$ cat src/rtl/crcpf_pkg.sv
// ----------------------------------------------------------------------------
// crcpf_pkg
// Types, codes and the CRC16-CCITT byte update shared by the framer modules.
// ----------------------------------------------------------------------------
`default_nettype none

package crcpf_pkg;

    // Input function codes.
    localparam logic FUNC_START = 1'b0;
    localparam logic FUNC_BYTE  = 1'b1;

    // Configuration register indexes.
    localparam int unsigned CFG_INDEX_W = 8;
    localparam logic [CFG_INDEX_W-1:0] REG_SYNC_FIRST     = 8'd0;
    localparam logic [CFG_INDEX_W-1:0] REG_SYNC_SECOND    = 8'd1;
    localparam logic [CFG_INDEX_W-1:0] REG_FORMAT_VERSION = 8'd2;
    localparam logic [CFG_INDEX_W-1:0] REG_MAX_PAYLOAD    = 8'd3;

    // CRC16-CCITT-FALSE constants.
    localparam logic [15:0] CRC_INIT = 16'hFFFF;
    localparam logic [15:0] CRC_POLY = 16'h1021;

    // Bytes in a frame besides the payload: two sync, five header, two CRC.
    localparam logic [16:0] FRAME_OVERHEAD = 17'd9;

    // Result status codes.
    typedef enum logic [1:0] {
        ST_OK       = 2'd0,
        ST_TOO_LONG = 2'd1,
        ST_NO_ROOM  = 2'd2,
        ST_OUTSIDE  = 2'd3
    } t_status;

    // Sequencer step within one item.
    typedef logic [3:0] t_step;

    // Steps of a start item.
    localparam t_step STEP_SYNC0   = 4'd0;
    localparam t_step STEP_SYNC1   = 4'd1;
    localparam t_step STEP_VERSION = 4'd2;
    localparam t_step STEP_TYPE    = 4'd3;
    localparam t_step STEP_SEQ_LO  = 4'd4;
    localparam t_step STEP_SEQ_HI  = 4'd5;
    localparam t_step STEP_COUNT   = 4'd6;
    localparam t_step STEP_CRC_LO  = 4'd7;
    localparam t_step STEP_CRC_HI  = 4'd8;

    // Steps of a payload item.
    localparam t_step PSTEP_DATA   = 4'd0;
    localparam t_step PSTEP_CRC_LO = 4'd1;
    localparam t_step PSTEP_CRC_HI = 4'd2;

    // Configuration register contents.
    typedef struct packed {
        logic [7:0] sync_first;
        logic [7:0] sync_second;
        logic [7:0] format_version;
        logic [7:0] max_payload;
    } t_cfg;

    // One input item.
    typedef struct packed {
        logic        func;
        logic [7:0]  frame_type;
        logic [15:0] sequence_req;
        logic [7:0]  payload_count;
        logic [15:0] room;
        logic [7:0]  payload_byte;
    } t_item;

    // One result item.
    typedef struct packed {
        logic [7:0] out_byte;
        t_status    status;
        logic       run_last;
        logic       frame_end;
    } t_result;

    // Folds one byte into the CRC, MSB first, without reflection.
    function automatic logic [15:0] crc_byte(input logic [15:0] crc_in,
                                             input logic [7:0]  data);
        logic [15:0] crc;
        crc = crc_in ^ {data, 8'h00};
        for (int k = 0; k < 8; k++) begin
            if (crc[15]) begin
                crc = {crc[14:0], 1'b0} ^ CRC_POLY;
            end else begin
                crc = {crc[14:0], 1'b0};
            end
        end
        return crc;
    endfunction

endpackage

`default_nettype wire

$ cat src/rtl/crcpf_cfg.sv
// ----------------------------------------------------------------------------
// crcpf_cfg
// Configuration registers of the framer, written through a valid/ready port.
// ----------------------------------------------------------------------------
`default_nettype none

module crcpf_cfg (
    input  wire logic                            i_clk,
    input  wire logic                            i_rst_n,
    input  wire logic                            i_cfg_valid,
    output logic                                 o_cfg_ready,
    input  wire logic [crcpf_pkg::CFG_INDEX_W-1:0] i_cfg_index,
    input  wire logic [7:0]                      i_cfg_data,
    output crcpf_pkg::t_cfg                      o_cfg
);
    import crcpf_pkg::*;

    t_cfg r_cfg;

    // The registers take a write in every cycle.
    assign o_cfg_ready = 1'b1;
    assign o_cfg       = r_cfg;

    // Register file; writes to unknown indexes are ignored.
    always_ff @(posedge i_clk) begin
        if (!i_rst_n) begin
            r_cfg.sync_first     <= 8'h00;
            r_cfg.sync_second    <= 8'h00;
            r_cfg.format_version <= 8'h00;
            r_cfg.max_payload    <= 8'hFF;
        end else if (i_cfg_valid) begin
            case (i_cfg_index)
                REG_SYNC_FIRST:     r_cfg.sync_first     <= i_cfg_data;
                REG_SYNC_SECOND:    r_cfg.sync_second    <= i_cfg_data;
                REG_FORMAT_VERSION: r_cfg.format_version <= i_cfg_data;
                REG_MAX_PAYLOAD:    r_cfg.max_payload    <= i_cfg_data;
                default: begin
                end
            endcase
        end
    end

endmodule

`default_nettype wire

$ cat src/rtl/crcpf_seq.sv
// ----------------------------------------------------------------------------
// crcpf_seq
// Holds one input item and emits its results one per cycle unless stalled,
// updating the frame state and the running CRC as each byte goes out.
// ----------------------------------------------------------------------------
`default_nettype none

module crcpf_seq (
    input  wire logic              i_clk,
    input  wire logic              i_rst_n,
    input  wire crcpf_pkg::t_cfg   i_cfg,
    input  wire logic              i_in_valid,
    output logic                   o_in_ready,
    input  wire crcpf_pkg::t_item  i_item,
    input  wire logic              i_res_ready,
    output logic                   o_res_valid,
    output crcpf_pkg::t_result     o_res
);
    import crcpf_pkg::*;

    // Item register and frame state. A frame is open exactly when payload
    // bytes are still expected, so the byte count doubles as the open flag.
    logic        r_vld;
    t_item       r_item;
    t_step       r_step;
    logic [15:0] r_crc;
    logic [7:0]  r_left;

    logic        n_last;
    t_step       n_step;
    logic [15:0] n_crc;
    logic [7:0]  n_left;
    t_result     res;

    logic        emit;
    logic        too_long;
    logic        no_room;
    logic [7:0]  crc_data;
    logic [15:0] crc_seed;
    logic [15:0] crc_next;

    assign emit = r_vld && i_res_ready;

    // Frame checks of a start item.
    assign too_long = r_item.payload_count > i_cfg.max_payload;
    assign no_room  = {1'b0, r_item.room} < ({9'd0, r_item.payload_count} + FRAME_OVERHEAD);

    // Byte that enters the CRC in this step.
    always_comb begin
        crc_data = r_item.payload_byte;
        if (r_item.func == FUNC_START) begin
            case (r_step)
                STEP_VERSION: crc_data = i_cfg.format_version;
                STEP_TYPE:    crc_data = r_item.frame_type;
                STEP_SEQ_LO:  crc_data = r_item.sequence_req[7:0];
                STEP_SEQ_HI:  crc_data = r_item.sequence_req[15:8];
                STEP_COUNT:   crc_data = r_item.payload_count;
                default:      crc_data = r_item.payload_byte;
            endcase
        end
    end

    // The header CRC restarts from the initial value at the version byte.
    assign crc_seed = (r_item.func == FUNC_START && r_step == STEP_VERSION) ? CRC_INIT : r_crc;
    assign crc_next = crc_byte(crc_seed, crc_data);

    // Result of the current step and the state it leaves behind.
    always_comb begin
        res    = '0;
        n_last = 1'b0;
        n_crc  = r_crc;
        n_left = r_left;
        if (r_item.func == FUNC_START) begin
            case (r_step)
                STEP_SYNC0: begin
                    if (too_long) begin
                        res.status = ST_TOO_LONG;
                        n_last     = 1'b1;
                    end else if (no_room) begin
                        res.status = ST_NO_ROOM;
                        n_last     = 1'b1;
                    end else begin
                        res.out_byte = i_cfg.sync_first;
                    end
                end
                STEP_SYNC1: begin
                    res.out_byte = i_cfg.sync_second;
                end
                STEP_VERSION, STEP_TYPE, STEP_SEQ_LO, STEP_SEQ_HI: begin
                    res.out_byte = crc_data;
                    n_crc        = crc_next;
                end
                STEP_COUNT: begin
                    // The frame opens here, or closes with the CRC when empty.
                    res.out_byte = crc_data;
                    n_crc        = crc_next;
                    n_left       = r_item.payload_count;
                    n_last       = r_item.payload_count != 8'd0;
                end
                STEP_CRC_LO: begin
                    res.out_byte = r_crc[7:0];
                end
                STEP_CRC_HI: begin
                    res.out_byte  = r_crc[15:8];
                    res.frame_end = 1'b1;
                    n_last        = 1'b1;
                    n_crc         = CRC_INIT;
                end
                default: begin
                    n_last = 1'b1;
                end
            endcase
        end else begin
            case (r_step)
                PSTEP_DATA: begin
                    if (r_left == 8'd0) begin
                        res.status = ST_OUTSIDE;
                        n_last     = 1'b1;
                    end else begin
                        res.out_byte = r_item.payload_byte;
                        n_crc        = crc_next;
                        n_left       = r_left - 8'd1;
                        n_last       = r_left != 8'd1;
                    end
                end
                PSTEP_CRC_LO: begin
                    res.out_byte = r_crc[7:0];
                end
                PSTEP_CRC_HI: begin
                    res.out_byte  = r_crc[15:8];
                    res.frame_end = 1'b1;
                    n_last        = 1'b1;
                    n_crc         = CRC_INIT;
                end
                default: begin
                    n_last = 1'b1;
                end
            endcase
        end
        res.run_last = n_last;
    end

    assign n_step      = n_last ? STEP_SYNC0 : r_step + 4'd1;
    assign o_in_ready  = !r_vld || (emit && n_last);
    assign o_res_valid = r_vld;
    assign o_res       = res;

    // Control and frame state.
    always_ff @(posedge i_clk) begin
        if (!i_rst_n) begin
            r_vld  <= 1'b0;
            r_step <= STEP_SYNC0;
            r_crc  <= CRC_INIT;
            r_left <= 8'd0;
        end else begin
            if (emit) begin
                r_step <= n_step;
                r_crc  <= n_crc;
                r_left <= n_left;
            end
            if (i_in_valid && o_in_ready) begin
                r_vld <= 1'b1;
            end else if (emit && n_last) begin
                r_vld <= 1'b0;
            end
        end
    end

    // Item payload register.
    always_ff @(posedge i_clk) begin
        if (i_in_valid && o_in_ready) begin
            r_item <= i_item;
        end
    end

endmodule

`default_nettype wire

$ cat src/rtl/crcpf_obuf.sv
// ----------------------------------------------------------------------------
// crcpf_obuf
// Output register with a skid stage, so the ready seen by the sequencer is
// a register and not the downstream ready.
// ----------------------------------------------------------------------------
`default_nettype none

module crcpf_obuf (
    input  wire logic                i_clk,
    input  wire logic                i_rst_n,
    input  wire logic                i_push_valid,
    output logic                     o_push_ready,
    input  wire crcpf_pkg::t_result  i_push,
    output logic                     o_out_valid,
    input  wire logic                i_out_ready,
    output crcpf_pkg::t_result       o_out
);
    import crcpf_pkg::*;

    logic    r_out_vld;
    logic    r_skid_vld;
    t_result r_out;
    t_result r_skid;

    logic    push;
    logic    pop;

    assign o_push_ready = !r_skid_vld;
    assign push         = i_push_valid && o_push_ready;
    assign pop          = r_out_vld && i_out_ready;
    assign o_out_valid  = r_out_vld;
    assign o_out        = r_out;

    // Valid flags.
    always_ff @(posedge i_clk) begin
        if (!i_rst_n) begin
            r_out_vld  <= 1'b0;
            r_skid_vld <= 1'b0;
        end else if (r_skid_vld) begin
            if (pop) begin
                r_skid_vld <= 1'b0;
            end
        end else if (push) begin
            if (r_out_vld && !pop) begin
                r_skid_vld <= 1'b1;
            end else begin
                r_out_vld <= 1'b1;
            end
        end else if (pop) begin
            r_out_vld <= 1'b0;
        end
    end

    // Result data: the skid entry drains first, to keep the order.
    always_ff @(posedge i_clk) begin
        if (r_skid_vld) begin
            if (pop) begin
                r_out <= r_skid;
            end
        end else if (push) begin
            if (r_out_vld && !pop) begin
                r_skid <= i_push;
            end else begin
                r_out <= i_push;
            end
        end
    end

endmodule

`default_nettype wire

$ cat src/rtl/crc16_packet_framer.sv
// ----------------------------------------------------------------------------
// crc16_packet_framer
// Builds framed packets with a CRC16-CCITT-FALSE trailer as a byte stream.
// ----------------------------------------------------------------------------
// Usage:
//   Input beats (i_in_valid/o_in_ready) are either a start request
//   (i_func = 0) or one payload byte (i_func = 1). A start beat gives seven
//   header beats on the output, or nine when the payload is empty (CRC low
//   then high byte). A payload beat gives one output beat, or three on the
//   last byte of the frame. A rejected start or a byte outside a frame gives
//   a single error beat. o_run_last marks the last output beat of each input.
//   Output beats leave one per cycle while the receiver is ready; an input
//   beat is taken in the cycle its predecessor's last output beat is
//   produced, so payload bytes stream at one per cycle when nothing stalls,
//   and a start occupies the one-byte-per-cycle sequencer, with its per-byte
//   CRC update, for all of its header beats. An accepted input beat passes
//   through the item register, then the output register, to the output.
//   The configuration port takes a write in every cycle and should only be
//   written while the framer is idle.
//   Reset clears all frame state and the registers to their defaults. When
//   the receiver stalls, a skid stage holds one extra result and the input
//   stalls behind it; nothing is lost.
// ----------------------------------------------------------------------------
`default_nettype none

module crc16_packet_framer (
    input  wire logic                              i_clk,
    input  wire logic                              i_rst_n,
    input  wire logic                              i_cfg_valid,
    output logic                                   o_cfg_ready,
    input  wire logic [crcpf_pkg::CFG_INDEX_W-1:0] i_cfg_index,
    input  wire logic [7:0]                        i_cfg_data,
    input  wire logic                              i_in_valid,
    output logic                                   o_in_ready,
    input  wire logic                              i_func,
    input  wire logic [7:0]                        i_frame_type,
    input  wire logic [15:0]                       i_sequence_req,
    input  wire logic [7:0]                        i_payload_count,
    input  wire logic [15:0]                       i_room,
    input  wire logic [7:0]                        i_payload_byte,
    output logic                                   o_out_valid,
    input  wire logic                              i_out_ready,
    output logic [7:0]                             o_out_byte,
    output logic [1:0]                             o_status,
    output logic                                   o_run_last,
    output logic                                   o_frame_end
);
    import crcpf_pkg::*;

    t_cfg    cfg;
    t_item   item;
    t_result seq_res;
    t_result out_res;
    logic    seq_valid;
    logic    seq_ready;

    // Pack the input ports into one item.
    assign item.func          = i_func;
    assign item.frame_type    = i_frame_type;
    assign item.sequence_req  = i_sequence_req;
    assign item.payload_count = i_payload_count;
    assign item.room          = i_room;
    assign item.payload_byte  = i_payload_byte;

    crcpf_cfg u_cfg (
        .i_clk       (i_clk),
        .i_rst_n     (i_rst_n),
        .i_cfg_valid (i_cfg_valid),
        .o_cfg_ready (o_cfg_ready),
        .i_cfg_index (i_cfg_index),
        .i_cfg_data  (i_cfg_data),
        .o_cfg       (cfg)
    );

    crcpf_seq u_seq (
        .i_clk       (i_clk),
        .i_rst_n     (i_rst_n),
        .i_cfg       (cfg),
        .i_in_valid  (i_in_valid),
        .o_in_ready  (o_in_ready),
        .i_item      (item),
        .i_res_ready (seq_ready),
        .o_res_valid (seq_valid),
        .o_res       (seq_res)
    );

    crcpf_obuf u_obuf (
        .i_clk        (i_clk),
        .i_rst_n      (i_rst_n),
        .i_push_valid (seq_valid),
        .o_push_ready (seq_ready),
        .i_push       (seq_res),
        .o_out_valid  (o_out_valid),
        .i_out_ready  (i_out_ready),
        .o_out        (out_res)
    );

    // Unpack the result onto the output ports.
    assign o_out_byte  = out_res.out_byte;
    assign o_status    = out_res.status;
    assign o_run_last  = out_res.run_last;
    assign o_frame_end = out_res.frame_end;

endmodule

`default_nettype wire

$ cat config.mk
export PLATFORM = sky130hd
export DESIGN_NAME = crc16_packet_framer
export DESIGN_NICKNAME = d
export VERILOG_FILES = /design/src/rtl/crcpf_pkg.sv /design/src/rtl/crcpf_cfg.sv /design/src/rtl/crcpf_seq.sv /design/src/rtl/crcpf_obuf.sv /design/src/rtl/crc16_packet_framer.sv
export SDC_FILE = /design/constraint.sdc
export NUM_CORES = 1
export LEC_CHECK = 0
export ABC_AREA = 1
export BUFFER_PORTS_ARGS = -buffer_cell sky130_fd_sc_hd__clkbuf_2
export CORE_AREA = 2 2 183 185
export DETAILED_ROUTE_END_ITERATION = 10
export DIE_AREA = 0 0 185 187
export GPL_TIMING_DRIVEN = 0
export PLACE_DENSITY_LB_ADDON = 0.1
export SYNTH_ARGS = -nofsm -noshare
export SYNTH_HDL_FRONTEND = slang
export SYNTH_HIERARCHICAL = 1
export SYNTH_SLANG_ARGS = --single-unit
$ cat constraint.sdc
create_clock -name i_clk -period 6.9 [get_ports i_clk]
set_clock_uncertainty 0.15 [all_clocks]
set_input_delay 1.035 -clock i_clk [delete_from_list [all_inputs] [get_ports i_clk]]
set_output_delay 1.035 -clock i_clk [all_outputs]
set_load 0.005 [all_outputs]
---- Yosys cells after proc, flatten, opt, wreduce, memory -nomap -nowiden ----
Cells that the tools add are included.
storage, ports and cells
  register bits after elaboration ......... 144
  bits of input ports ..................... 78
  output and inout bits ................... 15
  logic and storage cells ................. 142
cells by class
  add/subtract/negate cells ............... 3
  order comparisons ....................... 2
  eq/ne operators ......................... 19
  muxes and demuxes ....................... 53
  bitwise logic cells ..................... 11
  reductions and logical operators ........ 30
operators with widths
  kind                 number
  $mux 13              8
  $pmux 8 s5           2
  $mux 8               8
  $pmux 16 s2          2
  $mux 12              4
  $mux 16              3
  $not 3->3            8
  $pmux 8 s3           1
  $lt 16x17->1         1
  $eq 4x3->1 const B   4
  $eq 8x2->1 const B   2
  $logic_not 8->1      2
  $mux 1               16
  $xor 16x16->16       1
  $mux 10              1
  $mux 2               5
  $add 8x4->9 const B  1
  $reduce_and 3->1     3
  $eq 4x2->1 const B   2
  $eq 8x1->1 const B   1
  $gt 8x8->1           1
  $ne 2x2->1 const B   4
  $ne 8x1->1 const B   1
  $reduce_and 2->1     4
  20 further kinds     33

---- Longest topological paths before layout ----
  depth after elaboration ................. 23
  mapped depth ............................ 18
  gate-level depth less buffers ........... 18

---- Hierarchy ----
Netlist, hierarchy kept.
modules (own cells, without submodules)
  module      times used  cells an instance  area each (µm²)  seq. area each (µm²)
  crcpf_seq   1           750                5642.9           2292.2
  crcpf_cfg   1           192                1406.3           640.6
  crcpf_obuf  1           84                 1038.5           760.7

---- Worst setup path after synthesis ----
Ideal clock, no wire load.
  path kind ............................... register -> register
  from .................................... register u_seq/r_item[24] (netlist name)
  to ...................................... register u_seq/r_item[0] (netlist name) (enable)
  setup time .............................. 0.490 ns
  data arrival time ....................... 4.834 ns
  required time ........................... 6.260 ns
  slack ................................... 1.426 ns
  stages on the path, launching flop included .. 18
  path buffers ............................ 0
  period minus slack after synthesis ...... 5.474 ns
  cells stage by stage .................... edfxtp_1 > ha_1 > nand2_1 > nand2_1 > nand3_1 > xor2_1 > ha_1 > nand2_1 > nor2_1 > nor3_1 > nand2_1 > nand2_1 > nand2_1 > nand2_1 > nand2_1 > nand2_1 > nand2_1 > a21oi_1
on the way
  word-level cells in the longest chain between the ends .. 9
  elaborated cells between the ends (all ways) .. 11
  those cells by class .................... add/sub (1); order compare (2); mux (4); reduce/logical (4)
ends and longest elaborated chain
  what                      line              RTL
  start: declaration        crcpf_seq.sv:24   t_item r_item;
  start signal: assignment  crcpf_seq.sv:172  r_item <= i_item;
  $add 8x4->9               crcpf_seq.sv:46   assign no_room = {1'b0, r_item.room} < ({9'd0, r_item.payload_count} + FRAME_OVERHEAD);
  $lt 16x17->1              crcpf_seq.sv:46
  $mux 1                    crcpf_seq.sv:79   end else if (no_room) begin
  $mux 1                    crcpf_seq.sv:76   if (too_long) begin
  $pmux 1 s3 *              crcpf_seq.sv:74   case (r_step)
  $mux 1 *                  crcpf_seq.sv:73   if (r_item.func == FUNC_START) begin
  net u_seq.n_last          crcpf_seq.sv:29   logic n_last;
  $logic_and 1x1->1 *       crcpf_seq.sv:144  assign o_in_ready = !r_vld || (emit && n_last);
  $logic_or 1x1->1 *        crcpf_seq.sv:144
  $logic_and 1x1->1 *       crcpf_seq.sv:171  if (i_in_valid && o_in_ready) begin
Mark *: on every way through the listed nets, which the timed path passes. The rest lies on a longest branch.
A chain may end at the register's enable or synchronous reset.

---- Worst setup path in the final report ----
  from .................................... register u_seq/r_item[25] (netlist name)
  to ...................................... output port o_in_ready
on the way
  word-level cells in the longest chain between the ends .. 8
  elaborated cells between the ends (all ways) .. 10
  those cells by class .................... add/sub (1); order compare (2); mux (4); reduce/logical (3)
ends and longest elaborated chain
  what                 line                       RTL
  $add 8x4->9          crcpf_seq.sv:46
  $lt 16x17->1         crcpf_seq.sv:46
  $mux 1               crcpf_seq.sv:79
  $mux 1               crcpf_seq.sv:76
  $pmux 1 s3 *         crcpf_seq.sv:74
  $mux 1 *             crcpf_seq.sv:73
  net u_seq.n_last     crcpf_seq.sv:29
  $logic_and 1x1->1 *  crcpf_seq.sv:144
  $logic_or 1x1->1 *   crcpf_seq.sv:144
  end: declaration     crc16_packet_framer.sv:34  output logic o_in_ready,
Marked as above.

==> metrics.txt <==
Post-Synthesis Cells=1026; ys async rst share=0%; final setup violation count=0; synth cell count leaders=nand2_1, nand3_1, inv_1, edfxtp_1, nor2_1; placed cell area=0.00916 mm^2; final RePlAce weighted congestion=0.834; simple-gate share of the synthesized area=30.8%; largest family of logic cells by synthesized area=simple AND/OR/NAND/NOR gates; GRT Total Usage=15.7%; port buffer count=91; Routed Antenna Nets=0; outcome=finished, final reports clean; GRT overflow=0; H-tree Lvls=4; Non-Filler Cell Area, Final=0.00973 mm^2; register area share after synthesis=45.7%; Post-synth EDFFs=81; maximum VDD drop=0.180 mV; Clock power frac=41.0%; Synthesis Warnings=6; post-DP HPWL=20.1 mm; synthesis-to-finish area growth=20.3%; Max clock buf depth=2; post-synthesis adder-cell area fraction=3.87%; most used cell, CP=nand2_1; worst path cell trace=ha_1 -> nand2_1 -> nand2_1 -> nand3_1 -> nor2_1 -> nand2_1 -> ha_1 -> nor4_1 -> nand2_1 -> nand2_1 -> nand2_1 -> nand2_1 -> nand2_1 -> nand2_1 -> clkbuf_2; M1 GR Usage=22.4%; top post-synthesis cells by area=edfxtp_1, dfxtp_1, nand2_1, nand3_1, inv_1; Post-CTS Setup Bufs=0; Net Sw Power=647 uW; Register Area=0.00369 mm^2; nature of the critical path startpoint=register; fin nets=1241; Root Buffer=clkbuf_16; CTS tree=done; pin count of the biggest net entering global routing=29; # rows=67; Mean Syn Cell Area=7.88 um^2; CP max-delay cell=nor4_1; most frequent cell after synthesis=nand2_1; GR Layer Usage met2=23.6%; TritonCTS sink count=144; complex-gate fraction of the synthesized area=9.61%; CP Data Required Time=5.71 ns; clock latency on the worst-skew pair=0.44 ns; leakage=4.54 nW; Slew HR=27.2%; RSZ-0062 raised after global routing=false; power per cell area=232 mW/mm^2; initial antenna violation count=0; met3 Usage GRT=3.12%; Final Hold Viols=0; setup TNS=0 ns; Synth area leader=edfxtp_1; hold_buf cts=0; vias in the first global route=7037; xor/xnor cell area share of the yosys netlist=1.30%; core area=0.0329 mm^2; post-CTS resize count=0; Worst-Margin Slew=1.09 ns; Chip Width=185 um; die height=187 um; Inserted Diodes=0; fin crit period=5.01 ns; DR DRC count=0; initial core utilization=24.6%; CP peak stage delay=0.85 ns; DR vias/cell=4.50; multiplexer share of the synthesized area=0%; Gate power share=15.1%; # fillers=3628; ratio of cells with drive above 1 in the final layout=17.2%; WL per Instance=16.5 um; Sequential Power Share=43.9%; Worst-path clk slew=0.07 ns; fin crit share=72.5%; ys flop type=edfxtp_1; Synth top area share=30.1%; Min-Delay Path Class=register to register; critical setup path kind=register to output pin; switching share of power=28.6%; global-route wire length before repair=40.8 mm; die area=0.0346 mm^2; unique cell type count in the Yosys netlist=42; Worst setup EP type=output pin; internal power=1.61 mW; FF+latch count, synth=144; DR pass1 iterations=5; Final Non-Filler Cells=1599; initial DRC count=492; synthesized net count=1129; DR vias=7193; Min Hold Slack=0.317 ns; most used routing layer=met2; arrival time worst endpoint=3.82 ns; Max Clock Freq=200 MHz; Post-Syn Area=0.00809 mm^2; Final Max Tran Viols=0; CP Max Fanout=5; Placed Cells incl. Taps=1567; CTS Buf Count=17; final wirelength=26.4 mm; multi-input combinational cell area=0.00370 mm^2; Top Ports=93; total of max-cap violations=0
[power groups by stage]
stage | combinational, mW | clock [mW] | sequential [mW]
floorplan | 0.222 | 0 | 1.00
global placement | 0.335 | 0 | 1.02
detailed placement | 0.342 | 0 | 1.01
CTS | 0.343 | 0.951 | 0.994
global route | 0.392 | 0.987 | 0.997
finish | 0.341 | 0.927 | 0.993
[placed cells by master (no fill, tap or decap), types with 10 or more instances in the layout]
cell type and n:
o21ai_0 38, inv_1 108, a21oi_1 51, a31oi_1 10, clkbuf_16 20, nor2_1 66, xor2_1 10, nand3_1 154
dfxtp_1 63, buf_6 10, ha_1 25, clkbuf_2 91, nand2_1 281, edfxtp_1 81, clkbuf_1 15, nand2_2 13
nand4_1 14
[sequential cells by signal, indices dropped and copies added (netlist names)]
name	cells
u_seq/o_res_valid	1
u_seq/r_left	8
u_obuf/r_skid_vld	1
u_obuf/o_out_valid	1
u_seq/r_item	57
u_seq/r_crc	16
u_cfg/o_cfg	32
u_obuf/o_out	12
u_obuf/r_skid	12
u_seq/r_step	4
[cell families (layout without fill, tap and decap cells)]
| kind of cell | after synthesis | after routing |
|---|---|---|
| AND/OR/NAND/NOR | 556 | 556 |
| buffers and inverters | 155 | 280 |
| flip-flops | 144 | 144 |
| AO/OA/AOI/OAI | 133 | 133 |
| adder cells (fa/ha/maj) | 25 | 25 |
| XOR/XNOR | 12 | 12 |
| other | 1 | 1 |
[per-stage QoR]
step / setup WS [ns] / util (%) / power (mW)
finish: 1.89 / 29.6 / 2.26
global route: 1.67 / 29.6 / 2.38
CTS: 2.03 / 29.6 / 2.29
detailed placement: 2.52 / 27.9 / 1.35
global placement: -1.21 / 27.7 / 1.35
floorplan: 1.43 / - / 1.22
[path summary, 6_finish.rpt]
path | start | end | slack [ns] | cells past startpoint
worst max-delay path | u_seq/r_item[25] | o_in_ready | 1.89 | 15
worst min register to register | u_cfg/o_cfg[2] | u_cfg/o_cfg[2] | 0.32 | 2
worst max register to register | u_seq/r_item[25] | u_seq/r_item[50] | 2.56 | 16
worst min-delay path | u_cfg/o_cfg[2] | u_cfg/o_cfg[2] | 0.32 | 2
[per-layer routing]
| metal | share of wire (%) | up-vias |
|---|---|---|
| met3 | 4.6 | 33 |
| met4 | 2.2 | 0 |
| met2 | 44 | 186 |
| li1 | - | 3651 |
| met5 | 0 | - |
| met1 | 49 | 3323 |
[worst max-delay path: cells and delay by family (launching register included)]
kind | cells | cell delay [ns]
DFF | 1 | 0.54
and+or+nand+nor | 12 | 2.27
adders and majority gates | 2 | 0.43
buffers and inverters | 1 | 0.13
[area by class of cell]
| type | count | area share [%] |
|---|---|---|
| multi-input combinational | 727 | 38.1 |
| sequential | 144 | 37.9 |
| tap | 448 | 5.76 |
| clock buffer | 26 | 5.48 |
| timing repair buffer | 93 | 5.09 |
| inverter | 117 | 4.59 |
| buffer | 38 | 2.61 |
| clock inverter | 6 | 0.463 |
No activity file was read; power rests on OpenSTA's default activity.
